$ cat config.mk
export PLATFORM = sky130hd
export DESIGN_NAME = base64_stream_encoder_flat
export DESIGN_NICKNAME = d
export VERILOG_FILES = /design/src/hdl/b64e_pkg.sv /design/src/hdl/b64e_if.sv /design/src/hdl/b64e_out_fifo.sv /design/src/hdl/base64_stream_encoder.sv /design/src/flat_wrapper.sv
export SDC_FILE = /design/constraint.sdc
export NUM_CORES = 1
export LEC_CHECK = 0
export BUFFER_PORTS_ARGS = -buffer_cell sky130_fd_sc_hd__buf_2
export CORE_UTILIZATION = 30
export DETAILED_ROUTE_END_ITERATION = 6
export SLEW_MARGIN = 5
export SYNTH_ARGS = -nofsm -noshare
export SYNTH_HDL_FRONTEND = slang
export SYNTH_SLANG_ARGS = --single-unit
$ cat constraint.sdc
create_clock -name clk -period 7.2 [get_ports clk]
set_input_delay 2.16 -clock clk [delete_from_list [all_inputs] [get_ports clk]]
set_output_delay 2.16 -clock clk [all_outputs]
set_load 0.02 [all_outputs]
$ cat src/hdl/b64e_pkg.sv
// ----------------------------------------------------------------------------
// b64e_pkg
// Shared types and constants for the base64 stream encoder.
// ----------------------------------------------------------------------------
package b64e_pkg;

	localparam logic [7:0] PAD_CHAR        = 8'h3D;
	localparam int         OUT_FIFO_DEPTH  = 4;
	localparam int         JOB_SLOTS       = 4;

	typedef enum logic [1:0] {
		JOB_READ  = 2'd0,
		JOB_PAD   = 2'd1,
		JOB_WRITE = 2'd2
	} job_kind_t;

	// one unit of work for the table port: lookup, pad or table load
	typedef struct packed {
		job_kind_t   kind;
		logic [5:0]  idx;
		logic [7:0]  wdata;
		logic        last;
	} job_t;

endpackage

$ cat src/hdl/b64e_if.sv
// ----------------------------------------------------------------------------
// b64e_if
// Valid/ready channels for the byte input and the character output.
// ----------------------------------------------------------------------------
interface b64e_byte_if;
	logic       valid;
	logic       ready;
	logic       req_type;
	logic [7:0] data_byte;
	logic       last_byte;
	logic [5:0] table_index;
	logic [7:0] table_char;

	modport source (output valid, req_type, data_byte, last_byte, table_index, table_char,
		input ready);
	modport sink (input valid, req_type, data_byte, last_byte, table_index, table_char,
		output ready);
endinterface

interface b64e_char_if;
	logic       valid;
	logic       ready;
	logic [7:0] out_char;
	logic       out_last;

	modport source (output valid, out_char, out_last, input ready);
	modport sink (input valid, out_char, out_last, output ready);
endinterface

$ cat src/hdl/b64e_out_fifo.sv
// ----------------------------------------------------------------------------
// b64e_out_fifo
// Small output queue that decouples the table pipeline from the sink.
// ----------------------------------------------------------------------------
module b64e_out_fifo #(
	parameter int DEPTH = b64e_pkg::OUT_FIFO_DEPTH
) (
	input  logic                       clk,
	input  logic                       arst_n,
	input  logic                       push,
	input  logic [7:0]                 push_char,
	input  logic                       push_last,
	output logic [$clog2(DEPTH+1)-1:0] occupancy,
	b64e_char_if.source                chars
);
	localparam int PW = (DEPTH > 1) ? $clog2(DEPTH) : 1;
	localparam int CW = $clog2(DEPTH+1);

	logic [7:0]    char_mem [DEPTH];
	logic          last_mem [DEPTH];
	logic [PW-1:0] wr_ptr_q;
	logic [PW-1:0] rd_ptr_q;
	logic [CW-1:0] cnt_q;
	logic          pop;

	assign pop            = chars.valid && chars.ready;
	assign chars.valid    = (cnt_q != '0);
	assign chars.out_char = char_mem[rd_ptr_q];
	assign chars.out_last = last_mem[rd_ptr_q];
	assign occupancy      = cnt_q;

	always_ff @(posedge clk) begin
		if (push) begin
			char_mem[wr_ptr_q] <= push_char;
			last_mem[wr_ptr_q] <= push_last;
		end
	end

	always_ff @(posedge clk or negedge arst_n) begin
		if (!arst_n) begin
			wr_ptr_q <= '0;
			rd_ptr_q <= '0;
			cnt_q    <= '0;
		end else begin
			if (push) begin
				wr_ptr_q <= (wr_ptr_q == PW'(DEPTH-1)) ? '0 : wr_ptr_q + 1'b1;
			end
			if (pop) begin
				rd_ptr_q <= (rd_ptr_q == PW'(DEPTH-1)) ? '0 : rd_ptr_q + 1'b1;
			end
			if (push && !pop) begin
				cnt_q <= cnt_q + 1'b1;
			end else if (pop && !push) begin
				cnt_q <= cnt_q - 1'b1;
			end
		end
	end

endmodule

$ cat src/hdl/base64_stream_encoder.sv
// ----------------------------------------------------------------------------
// base64_stream_encoder
// Streaming base64 encoder with a loadable 64-entry alphabet.
// ----------------------------------------------------------------------------
// Each accepted transaction is split into jobs: a table load is one write job,
// a data byte gives one to four jobs (lookups and '=' pads). The alphabet RAM
// has a single port and serves one job per cycle while the output FIFO has
// room (write jobs do not wait for room), so a new item is taken only when no
// jobs remain or as the last job of the current item issues. A lookup result
// is registered in the read stage and then pushed into the output FIFO. Loads
// are applied in transaction order, so a load never changes characters of
// earlier bytes.
module base64_stream_encoder #(
	parameter int FIFO_DEPTH = b64e_pkg::OUT_FIFO_DEPTH
) (
	input  logic      clk,
	input  logic      arst_n,
	b64e_byte_if.sink bytes,
	b64e_char_if.source chars
);
	import b64e_pkg::*;

	localparam int CW = $clog2(FIFO_DEPTH+1);
	localparam int JW = $clog2(JOB_SLOTS+1);

	localparam logic [1:0] POS_1 = 2'd1;
	localparam logic [1:0] POS_2 = 2'd2;

	// group state
	logic [1:0] pos_q;
	logic [3:0] carry_q;

	// job buffer, drained from slot 0
	job_t       jobs_q [JOB_SLOTS];
	logic [JW-1:0] njobs_q;

	// expansion of the incoming transaction
	job_t       new_jobs [JOB_SLOTS];
	logic [JW-1:0] new_cnt;
	logic [1:0] new_pos;
	logic [3:0] new_carry;

	logic          accept;
	logic          issue;
	logic          room;
	logic [CW-1:0] occupancy;

	// alphabet RAM and read stage
	logic [7:0] alpha_mem [64];
	logic [7:0] rd_s1;
	logic       valid_s1;
	logic       pad_s1;
	logic       last_s1;

	assign room   = (occupancy + CW'(valid_s1)) < CW'(FIFO_DEPTH);
	assign issue  = (njobs_q != '0) && ((jobs_q[0].kind == JOB_WRITE) || room);
	assign bytes.ready = (njobs_q == '0) || ((njobs_q == JW'(1)) && issue);
	assign accept = bytes.valid && bytes.ready;

	always_comb begin
		job_t blank;
		blank = '{kind: JOB_PAD, idx: '0, wdata: '0, last: 1'b0};
		for (int i = 0; i < JOB_SLOTS; i++) begin
			new_jobs[i] = blank;
		end
		new_cnt   = JW'(1);
		new_pos   = pos_q;
		new_carry = carry_q;
		if (bytes.req_type) begin
			new_jobs[0] = '{kind: JOB_WRITE, idx: bytes.table_index,
				wdata: bytes.table_char, last: 1'b0};
		end else begin
			case (pos_q)
				POS_1: begin
					new_jobs[0] = '{kind: JOB_READ, idx: {carry_q[1:0], bytes.data_byte[7:4]},
						wdata: '0, last: 1'b0};
					if (bytes.last_byte) begin
						new_jobs[1] = '{kind: JOB_READ, idx: {bytes.data_byte[3:0], 2'b00},
							wdata: '0, last: 1'b0};
						new_jobs[2].last = 1'b1;
						new_cnt   = JW'(3);
						new_pos   = '0;
						new_carry = '0;
					end else begin
						new_pos   = POS_2;
						new_carry = bytes.data_byte[3:0];
					end
				end
				POS_2: begin
					new_jobs[0] = '{kind: JOB_READ, idx: {carry_q, bytes.data_byte[7:6]},
						wdata: '0, last: 1'b0};
					new_jobs[1] = '{kind: JOB_READ, idx: bytes.data_byte[5:0],
						wdata: '0, last: bytes.last_byte};
					new_cnt   = JW'(2);
					new_pos   = '0;
					new_carry = '0;
				end
				default: begin
					// position three is unreachable and behaves as zero
					new_jobs[0] = '{kind: JOB_READ, idx: bytes.data_byte[7:2],
						wdata: '0, last: 1'b0};
					if (bytes.last_byte) begin
						new_jobs[1] = '{kind: JOB_READ, idx: {bytes.data_byte[1:0], 4'b0000},
							wdata: '0, last: 1'b0};
						new_jobs[3].last = 1'b1;
						new_cnt   = JW'(4);
						new_pos   = '0;
						new_carry = '0;
					end else begin
						new_pos   = POS_1;
						new_carry = {2'b00, bytes.data_byte[1:0]};
					end
				end
			endcase
		end
	end

	always_ff @(posedge clk or negedge arst_n) begin
		if (!arst_n) begin
			pos_q    <= '0;
			carry_q  <= '0;
			njobs_q  <= '0;
			valid_s1 <= 1'b0;
		end else begin
			if (accept) begin
				pos_q   <= new_pos;
				carry_q <= new_carry;
				njobs_q <= new_cnt;
			end else if (issue) begin
				njobs_q <= njobs_q - 1'b1;
			end
			valid_s1 <= issue && (jobs_q[0].kind != JOB_WRITE);
		end
	end

	always_ff @(posedge clk) begin
		if (accept) begin
			jobs_q <= new_jobs;
		end else if (issue) begin
			for (int i = 0; i < JOB_SLOTS-1; i++) begin
				jobs_q[i] <= jobs_q[i+1];
			end
		end
		pad_s1  <= (jobs_q[0].kind == JOB_PAD);
		last_s1 <= jobs_q[0].last;
	end

	// single-port alphabet RAM, at most one job per cycle keeps load/lookup order
	always_ff @(posedge clk) begin
		if (issue && (jobs_q[0].kind == JOB_WRITE)) begin
			alpha_mem[jobs_q[0].idx] <= jobs_q[0].wdata;
		end
		rd_s1 <= alpha_mem[jobs_q[0].idx];
	end

	b64e_out_fifo #(
		.DEPTH (FIFO_DEPTH)
	) u_out_fifo (
		.clk       (clk),
		.arst_n    (arst_n),
		.push      (valid_s1),
		.push_char (pad_s1 ? PAD_CHAR : rd_s1),
		.push_last (last_s1),
		.occupancy (occupancy),
		.chars     (chars)
	);

endmodule

$ cat src/flat_wrapper.sv
// flat-port wrapper written by rule: the top's interface ports become plain ports
module base64_stream_encoder_flat import b64e_pkg::*;
#(
	parameter int FIFO_DEPTH = b64e_pkg::OUT_FIFO_DEPTH
)
  (clk, arst_n, bytes_valid, bytes_req_type, bytes_data_byte, bytes_last_byte, bytes_table_index, bytes_table_char, bytes_ready, chars_valid, chars_out_char, chars_out_last, chars_ready);
  b64e_byte_if bytes_i ();
  b64e_char_if chars_i ();
  input  logic clk;
  input  logic arst_n;
  input wire logic [$bits(bytes_i.valid)-1:0] bytes_valid;
  input wire logic [$bits(bytes_i.req_type)-1:0] bytes_req_type;
  input wire logic [$bits(bytes_i.data_byte)-1:0] bytes_data_byte;
  input wire logic [$bits(bytes_i.last_byte)-1:0] bytes_last_byte;
  input wire logic [$bits(bytes_i.table_index)-1:0] bytes_table_index;
  input wire logic [$bits(bytes_i.table_char)-1:0] bytes_table_char;
  output wire logic [$bits(bytes_i.ready)-1:0] bytes_ready;
  output wire logic [$bits(chars_i.valid)-1:0] chars_valid;
  output wire logic [$bits(chars_i.out_char)-1:0] chars_out_char;
  output wire logic [$bits(chars_i.out_last)-1:0] chars_out_last;
  input wire logic [$bits(chars_i.ready)-1:0] chars_ready;
  assign bytes_i.valid = bytes_valid;
  assign bytes_i.req_type = bytes_req_type;
  assign bytes_i.data_byte = bytes_data_byte;
  assign bytes_i.last_byte = bytes_last_byte;
  assign bytes_i.table_index = bytes_table_index;
  assign bytes_i.table_char = bytes_table_char;
  assign bytes_ready = bytes_i.ready;
  assign chars_valid = chars_i.valid;
  assign chars_out_char = chars_i.out_char;
  assign chars_out_last = chars_i.out_last;
  assign chars_i.ready = chars_ready;
  base64_stream_encoder #(.FIFO_DEPTH(FIFO_DEPTH)) u_core (.clk(clk), .arst_n(arst_n), .bytes(bytes_i), .chars(chars_i));
endmodule
==> results.cfg, run 1 <==
[worst_setup_path]
arrival_ns = 2.14
r2r_slack_ns = 3.28
crit_type = flop to output port
cp-start-kind = flop
crit_start = u_core.u_out_fifo.rd_ptr_q[0]$_DFFE_PN0P_
r2r_end = u_core.rd_s1[4]$_DFF_P_
endpoint_kind = output port
cp_max_fo = 12
cp-endpoint = chars_out_char[3]
cp_data_required_time_ns = 5.04
r2r_start = u_core.jobs_q[62]$_DFFE_PP_
worst-r2r-cell-count = 7

[clocking]
clock_latency_ns = 0.62
cts_tree = yes
holdBufCountCts = 0
cts_setup_buffers = 0
cts_resized = 0
clock-sinks = 602
h-tree-depth = 2
cts_buffers = 57
cts_max_path_buffers = 3
cts-root-buf = clkbuf_16
path_clk_slew_ns = 0.06

[global_route]
grt_pass1_vias = 13071
grt_use_total_pct = 14.51
grt_max_degree = 113
antenna_found_initial = 1
grt.overflow.total = 0
grt_pass1_wl_um = 88640

[synthesis]
ys_top_cells_by_area = edfxtp_1 72%, mux2i_1 4.1%, mux4_2 3.2%, mux2_2 2.7%, a22oi_1 2.0%
synth_area_mm2 = 0.02406
synth_top_cell_area_share_pct = 71.77
yosys_warnings = 0
synth_nets = 1449
ys.flop_type = edfxtp_1
syn_inst = 1409
synth_cell_type_count = 64
synth_seq_area_share_pct = 74.37
synth_edf_count = 575
syn_area_per_cell_um2 = 17.07
synth_top_cell_by_area = edfxtp_1
async_reset_ff_share_pct = 2.824
ys_ff_latch = 602

[placement]
dp_hpwl_um = 34730
io_buffer_count = 38
dp_slack_ns = 2.744
routabilityCongestion = 0.8375

[cells_and_area]
drive_above_1_share_pct = 17.58
antennaDiodeCount = 0
post-route-util_pct = 34.48
mostFrequentLayoutCell = edfxtp_1
nNetsFinal = 1483
area_growth_pct = 13.42
final_cell_mix = 575 x edfxtp_1, 98 x mux2i_1, 85 x nor2_1

[job]
max_cap_violations = 0

[drt]
post-route-drc-count = 0
antenna_left = 0
vias_per_cell = 5.176
dr.pass1.iters = 5
vias = 13148
drt_iter0_drc = 1476
wirelength_um = 59710
wl_per_cell_um = 23.51

[sta]
fin_ws_ns = 2.900
worstMarginPinSlew_ns = 1.134
timing.fmax_mhz = 232.5
tns_ns = 0
slew-limit-headroom_pct = 23.84
fin_crit_ns = 4.300
hold_viol = 0
finalSetupViolCount = 0
fin_skew_ns = 0.02675
drv_slew = 0
final.period_utilization_pct = 59.73
rsz0062_at_grt = false

[outcome]
status = finished, final reports clean

[floorplan]
die_area_mm2 = 0.08132
die_w_um = 285.2
core_area_mm2 = 0.07913
die_h_um = 285.2
ios = 39
rows = 103
start_util_pct = 30.40

[power]
powerDensity_mw_per_mm2 = 420.0
ir_drop_uv = 362.1
p_leak_nw = 8.759

[hold_path]
hold_path.class = flop to flop
[power by group]
| part | total [W] | internal (W) | switching [W] |
|---|---|---|---|
| Clock | 0.00306 | 0.00175 | 0.00131 |
| Combinational | 0.00367 | 0.00119 | 0.00249 |
| Sequential | 0.00473 | 0.00456 | 0.000170 |
[cells by family (layout without fill, tap and decap cells)]
group | Yosys count | after routing | share of synthesized area [%]
multiplexers | 191 | 191 | 10.02
flip-flops | 602 | 602 | 74.37
adder cells (fa/ha/maj) | 12 | 12 | 0.6553
buffers and inverters | 106 | 187 | 2.075
AO/OA/AOI/OAI | 251 | 251 | 7.620
AND/OR/NAND/NOR | 242 | 242 | 5.071
XOR/XNOR | 5 | 5 | 0.1821
[how the worst min path moves through the flow]
stage                                    start                endpoint  slack (ns)  cells past startpoint
4_1_cts        u_core.jobs_q[51]$_SDFFCE_PP0P_  u_core.last_s1$_DFF_P_        0.36                      0
3_5_place_dp   u_core.jobs_q[51]$_SDFFCE_PP0P_  u_core.last_s1$_DFF_P_        0.35                      0
5_1_grt        u_core.jobs_q[51]$_SDFFCE_PP0P_  u_core.last_s1$_DFF_P_        0.38                      0
3_3_place_gp   u_core.jobs_q[51]$_SDFFCE_PP0P_  u_core.last_s1$_DFF_P_        0.33                      0
2_1_floorplan  u_core.jobs_q[51]$_SDFFCE_PP0P_  u_core.last_s1$_DFF_P_        0.32                      0
6_report       u_core.jobs_q[51]$_SDFFCE_PP0P_  u_core.last_s1$_DFF_P_        0.37                      0
[per-stage QoR]
stage / total power, W / std cells / hold slack, ns / cell area (um2)
6_report: 0.01146 / 2540 / 0.3653 / 27290
5_1_grt: 0.01188 / 2540 / 0.3773 / 27290
4_1_cts: 0.01150 / 2540 / 0.3636 / 27290
3_5_place_dp: 0.008466 / 2434 / 0.3470 / 25370
3_3_place_gp: 0.008379 / 2434 / 0.3341 / 25370
2_1_floorplan: 0.007116 / 1409 / 0.3233 / 24060
[worst max-delay path, stage by stage, from the launching register on]
cell     delay, ns
dfrtp_1       0.76
mux4_2        0.60
buf_2         0.17
[registers in the layout, summed over array words and instances, names as in the netlist]
name	count
u_core.alpha_mem	512
u_core.carry_q	4
u_core.jobs_q	27
u_core.last_s1	1
u_core.njobs_q	3
u_core.pad_s1	1
u_core.pos_q	2
u_core.rd_s1	8
u_core.u_out_fifo.char_mem	32
u_core.u_out_fifo.last_mem	4
u_core.u_out_fifo.occupancy	3
u_core.u_out_fifo.rd_ptr_q	2
u_core.u_out_fifo.wr_ptr_q	2
u_core.valid_s1	1
[metal layers]
layer	share of wire [%]	track usage [%]
met1	42	19.72
met2	48	23.52
met3	7.0	2.584
met4	3.0	4.652
met5	0	0
[synthesized netlist by cell type, drive strengths merged (6+ instances only)]
cell    count
mux4       34
mux2       59
or2         7
nand2b      6
nand3b     11
nand2      35
buf        55
a31oi       6
dfrtp      17
mux2i      98
nor2       86
edfxtp    575
and2       12
a32oi       7
a22oi      65
inv        17
nand3      27
clkbuf     34
ha         11
dfxtp      10
a221o      11
and3       14
o21ai      29
nor2b      19
a22o        6
a221oi     43
o22ai      25
a21oi      28
[layout make-up]
cell class | instances | area (um2)
fill | 7501 | 51840
sequential | 602 | 17890
multi-input combinational | 701 | 5677
clock buffer | 70 | 1548
tap | 1050 | 1314
timing repair buffer | 64 | 422.9
clock inverter | 36 | 369.1
inverter | 17 | 63.81
No activity file was read; power rests on OpenSTA's default activity.
==> run 2, diff against run 1 <==
Settings changed: ABC_AREA set to 1.
Clock period 7.2 ns to 3.8 ns, I/O delays scaled along.
==> run 2 against run 1 <==
Net effect: combinational power grew 110%; clock-buffer cell count grew 12; sequential share of layout area shrank 4.5 points; clock skew shrank 0.0044 ns.
==> results.cfg, run 2 <==
[floorplan]
ios = 39
die_area_mm2 = 0.08708
start_util_pct = 30.27
core_area_mm2 = 0.08515
die_h_um = 295.1
die_w_um = 295.1
rows = 107

[hold_path]
holdPathEnd = u_core.last_s1$_DFF_P_
hold_path.class = flop to flop
min_path_cells = 0
hp-start = u_core.jobs_q[51]$_SDFFCE_PP0P_

[sta]
finalSetupViolCount = 0
drv_slew = 0
hold_viol = 0
slew-limit-headroom_pct = 36.93
rsz0062_at_grt = false
fin_skew_ns = 0.02230
final.period_utilization_pct = 83.00
fin_crit_ns = 3.154
tns_ns = 0
timing.fmax_mhz = 317.1
worstMarginPinSlew_ns = 0.9460

[worst_setup_path]
crit_type = flop to output port
cp_max_fo = 19
worst-r2r-cell-count = 3
cp_data_required_time_ns = 2.66
arrival_ns = 2.01
r2r_slack_ns = 0.82
endpoint_kind = output port
r2r_start = u_core.jobs_q[62]$_DFFE_PP_
cp-start-kind = flop
crit_start = u_core.u_out_fifo.rd_ptr_q[0]$_DFFE_PN0P_
r2r_end = u_core.alpha_mem[6][6]$_DFFE_PP_

[global_route]
grt_use_total_pct = 13.98
antenna_found_initial = 0
grt.overflow.total = 0
grt_pass1_vias = 16276
grt_max_degree = 189
grt_pass1_wl_um = 94390

[drt]
post-route-drc-count = 0
wirelength_um = 60620
vias = 17047
antenna_left = 0
wl_per_cell_um = 16.31
drt_iter0_drc = 1358
dr.pass1.iters = 6
vias_per_cell = 4.587

[synthesis]
ys.flop_type = edfxtp_1
synth_most_common_cell = nand2_1
synth_seq_area_share_pct = 69.43
synth_top_cell_area_share_pct = 67.00
yosys_warnings = 0
synth_edf_count = 575
synthTopCellsByCount = 1282 x nand2_1, 575 x edfxtp_1, 158 x nor2_1, 126 x nand4_1, 80 x buf_2
synth_cell_type_count = 33
ys_top_cells_by_area = edfxtp_1 67%, nand2_1 19%, nand4_1 3.1%, nor2_1 2.3%, dfrtp_1 1.7%
ys_ff_latch = 602
synth_top_cell_by_area = edfxtp_1
synth_nets = 2521
syn_inst = 2481
syn_area_per_cell_um2 = 10.39
synth_area_mm2 = 0.02577
async_reset_ff_share_pct = 2.824

[cells_and_area]
nFillCells = 8546
final_cell_mix = 1282 x nand2_1, 575 x edfxtp_1, 158 x nor2_1
largest_register_ffs = 512
nNetsFinal = 2560
mostFrequentLayoutCell = nand2_1
post-route-util_pct = 34.39
drive_above_1_share_pct = 8.359
antennaDiodeCount = 0
area_growth_pct = 13.61

[placement]
dp_hpwl_um = 35350
io_buffer_count = 38
routabilityCongestion = 0.8367

[clocking]
holdBufCountCts = 0
cts_setup_buffers = 0
clock-sinks = 602
cts_max_path_buffers = 3
cts_resized = 0
h-tree-depth = 2
path_clk_slew_ns = 0.06
clock_latency_ns = 0.63
cts_buffers = 60
cts-root-buf = clkbuf_16
cts_tree = yes

[power]
p_leak_nw = 11.78
ir_drop_uv = 472.2
powerDensity_mw_per_mm2 = 773.1

[job]
max_cap_violations = 0

[outcome]
status = finished, final reports clean
## run 2: changes by cell type after synthesis, moves of 19 or more
cell,change
nand2_1,+1247
a22oi_1,-63
mux2i_1,-93
inv_1,+43
a221oi_1,-43
nor2b_1,-19
nor2_1,+73
buf_2,+50
mux2_2,-58
mux4_2,-34
nand4_1,+122
## run 2: cell families (layout without fill, tap and decap cells)
kind of cell               after synthesis  after routing  share of synthesized area (%)
muxes                                    5              5                         0.1942
adders and majority gates               12             12                         0.6117
buffers and inverters                  194            285                          3.331
AOI/OAI and AO/OA                       67             67                          1.461
DFF                                    602            602                          69.43
xor gates and xnor gates                 3              3                         0.1020
and+or+nand+nor                       1598           1598                          24.87
## run 2: per-stage QoR
stage | setup WS [ns] | hold slack, ns | cells | power (W) | cell area, um2
after floorplan | 1.344 | 0.3233 | 2481 | 0.01437 | 25770
final | 0.6461 | 0.3463 | 3716 | 0.02264 | 29280
after global routing | 0.4636 | 0.3608 | 3716 | 0.02405 | 29280
after global placement | 0.7993 | 0.3268 | 3602 | 0.01693 | 27330
after CTS | 0.6015 | 0.3545 | 3716 | 0.02286 | 29280
after detailed placement | 0.8140 | 0.3296 | 3602 | 0.01699 | 27330
## run 2: cell type report
class / instances / area (um2) / area share [%]
clock buffers: 82 / 1635 / 5.585
clock inverters: 32 / 310.3 / 1.060
inverters: 63 / 249.0 / 0.8504
multi-input cells: 1685 / 7020 / 23.98
flip-flops and latches: 602 / 17890 / 61.11
well taps: 1144 / 1431 / 4.889
repair buffers: 108 / 740.7 / 2.530
## run 2: power by group
part	switching (W)	internal, W
Clock	0.00245	0.00341
Sequential	0.000299	0.00864
Combinational	0.00595	0.00188
## run 2: worst max-delay path by stage
stage	endpoint	slack, ns	cells past startpoint
after floorplan	chars_out_char[1]	1.34	4
after global placement	u_core.alpha_mem[6][2]$_DFFE_PP_	0.80	3
after detailed placement	u_core.alpha_mem[6][5]$_DFFE_PP_	0.81	3
after CTS	chars_out_char[2]	0.60	4
after global routing	chars_out_char[5]	0.46	4
final	chars_out_char[4]	0.65	4
## run 2: critical path, stage by stage (launching register included)
cell     delay (ns)
dfrtp_1        0.54
inv_2          0.33
o21ai_0        0.12
o22ai_1        0.19
buf_2          0.21
## run 2: metal layers
layer / up-vias / global-route usage (%) / share of wire [%]
met1: 8126 / 18.96 / 43
met5: - / 0 / 0
met2: 433 / 23.25 / 48
met3: 100 / 1.699 / 5.4
met4: 0 / 4.474 / 2.6
li1: 8388 / - / -
==> run 3, diff against run 2 <==
Clock period 3.8 ns to 2.54 ns, I/O delays scaled along.
==> run 3 against run 2 <==
Net effect: combinational power rose by 65%; critical endpoint is now chars_out_char[5]; largest cell class unchanged; cell count rose by 2.1%; clock power rose by 44%; die area did not move; routed wire length rose by 2.8%; first-iteration DRC count fell by 6.7%; worst hold slack got worse by 0.28 ns; register-to-register slack got worse by 0.50 ns; critical path type unchanged.
==> results.cfg, run 3 (same netlist as run 2, synthesis figures left out) <==
[drt]
dr.pass1.iters = 5
drt_iter0_drc = 1267
vias = 17440
antenna_left = 0
wl_per_cell_um = 16.42
post-route-drc-count = 0
wirelength_um = 62300
vias_per_cell = 4.596

[floorplan]
ios = 39
core_area_mm2 = 0.08515
start_util_pct = 30.27
die_w_um = 295.1
rows = 107
die_h_um = 295.1
die_area_mm2 = 0.08708

[clocking]
h-tree-depth = 2
cts-root-buf = clkbuf_16
clock-sinks = 602
clock_latency_ns = 0.62
cts_max_path_buffers = 3
path_clk_slew_ns = 0.06
cts_tree = yes
cts_buffers = 60
holdBufCountCts = 0

[cells_and_area]
antennaDiodeCount = 0
final_cell_mix = 1280 x nand2_1, 575 x edfxtp_1, 157 x nor2_1
instances_no_fill = 3795
area_growth_pct = 16.63
nFillCells = 8452
drive_above_1_share_pct = 11.54
largest_register_ffs = 512
nNetsFinal = 2643
mostFrequentLayoutCell = nand2_1

[worst_setup_path]
arrival_ns = 1.77
crit_type = flop to output port
cp_max_fo = 19
endpoint_kind = output port
cp_data_required_time_ns = 1.78
cp-start-kind = flop

[power]
powerDensity_mw_per_mm2 = 1154
ir_drop_uv = 622.5
p_leak_nw = 12.23

[placement]
io_buffer_count = 38
place_inst = 3678
routabilityCongestion = 0.8616
dp_hpwl_um = 37420

[global_route]
antenna_found_initial = 0
grt_use_total_pct = 14.22
grt.overflow.total = 0
grt_pass1_wl_um = 95920
grt_max_degree = 85
grt_pass1_vias = 16550

[sta]
final.period_utilization_pct = 99.79
hold_viol = 0
slew-limit-headroom_pct = 42.29
finalSetupViolCount = 0
timing.fmax_mhz = 394.5
hold_ws_ns = 0.06792
fin_skew_ns = 0.02030
fin_crit_ns = 2.535
worstMarginPinSlew_ns = 0.8657
drv_slew = 0
rsz0062_at_grt = true
tns_ns = 0

[hold_path]
hold_path.class = input port to async pin

[outcome]
status = finished, final reports clean

[job]
max_cap_violations = 0
==> run 3: cell types whose count changed in the layout (fill, tap and decap cells not counted), moves of 4 or more <==
cell,delta
buf_4,+73
buf_12,+15
clkbuf_1,-8
buf_2,-7
clkinv_1,+6
o21ai_0,-4
==> run 3: where the power goes <==
group | total [W] | switching (W) | internal (W)
Combinational | 0.0129 | 0.00921 | 0.00365
Sequential | 0.0134 | 0.000456 | 0.0129
Clock | 0.00843 | 0.00367 | 0.00476
==> run 3: cell type report <==
cell class / count / area [um2] / share of cell area, %
clock buffers: 74 / 1605 / 5.341
repair buffers: 191 / 1577 / 5.245
clock inverters: 36 / 252.7 / 0.8409
well taps: 1144 / 1431 / 4.762
flip-flops and latches: 602 / 17900 / 59.54
inverters: 63 / 256.5 / 0.8534
multi-input cells: 1685 / 7038 / 23.42
==> run 3: path summary, 6_finish.rpt <==
kind	slack, ns	depth (start not counted)	end	start
max	0.005	4	chars_out_char[5]	u_core.u_out_fifo.rd_ptr_q[0]$_DFFE_PN0P_
min	0.07	1	u_core.u_out_fifo.occupancy[2]$_DFFE_PN0P_	arst_n
max reg2reg	0.32	8	u_core.alpha_mem[11][2]$_DFFE_PP_	u_core.njobs_q[0]$_DFFE_PN0P_
min reg2reg	0.35	0	u_core.last_s1$_DFF_P_	u_core.jobs_q[51]$_SDFFCE_PP0P_
max in group asynchronous	2.16	1	u_core.valid_s1$_DFF_PN0_	arst_n
min in group clk	0.35	0	u_core.last_s1$_DFF_P_	u_core.jobs_q[51]$_SDFFCE_PP0P_
==> run 3: what timing repair did <==
| item | in CTS | in global routing |
|---|---|---|
| gates resized for setup | 6 | 21 |
| pin swaps | 0 | 3 |
| endpoints found under the hold margin | 0 | 0 |
| cloned | 0 | 1 |
| setup endpoints to repair | 10 | 8 |
| buffers inserted | 2 | 4 |
==> run 3: per-stage QoR <==
stage                     utilization (%)  power, W  area (um2)  worst slack (ns)
after floorplan                         -   0.02151       25770            0.2180
after global placement              32.99   0.02614       28090            0.2937
after detailed placement            32.99   0.02626       28090            0.3311
after CTS                           35.20   0.03472       29980         0.0006172
after global routing                35.30   0.03671       30060          -0.04111
final                               35.30   0.03467       30060          0.005385
==> run 3: worst max-delay path, cell delays in order, from the launching register on <==
cell     delay [ns]
dfrtp_2        0.51
inv_8          0.09
o21ai_0        0.25
o22ai_2        0.13
buf_4          0.17
==> run 3: per-layer routing <==
| layer | vias up | routed length (um) | GRT usage (%) |
|---|---|---|---|
| met1 | 8389 | 28030 | 19.53 |
| met2 | 423 | 29710 | 23.39 |
| met5 | - | 0 | 0 |
| met4 | 0 | 1347 | 3.943 |
| li1 | 8542 | - | - |
| met3 | 86 | 3219 | 2.067 |
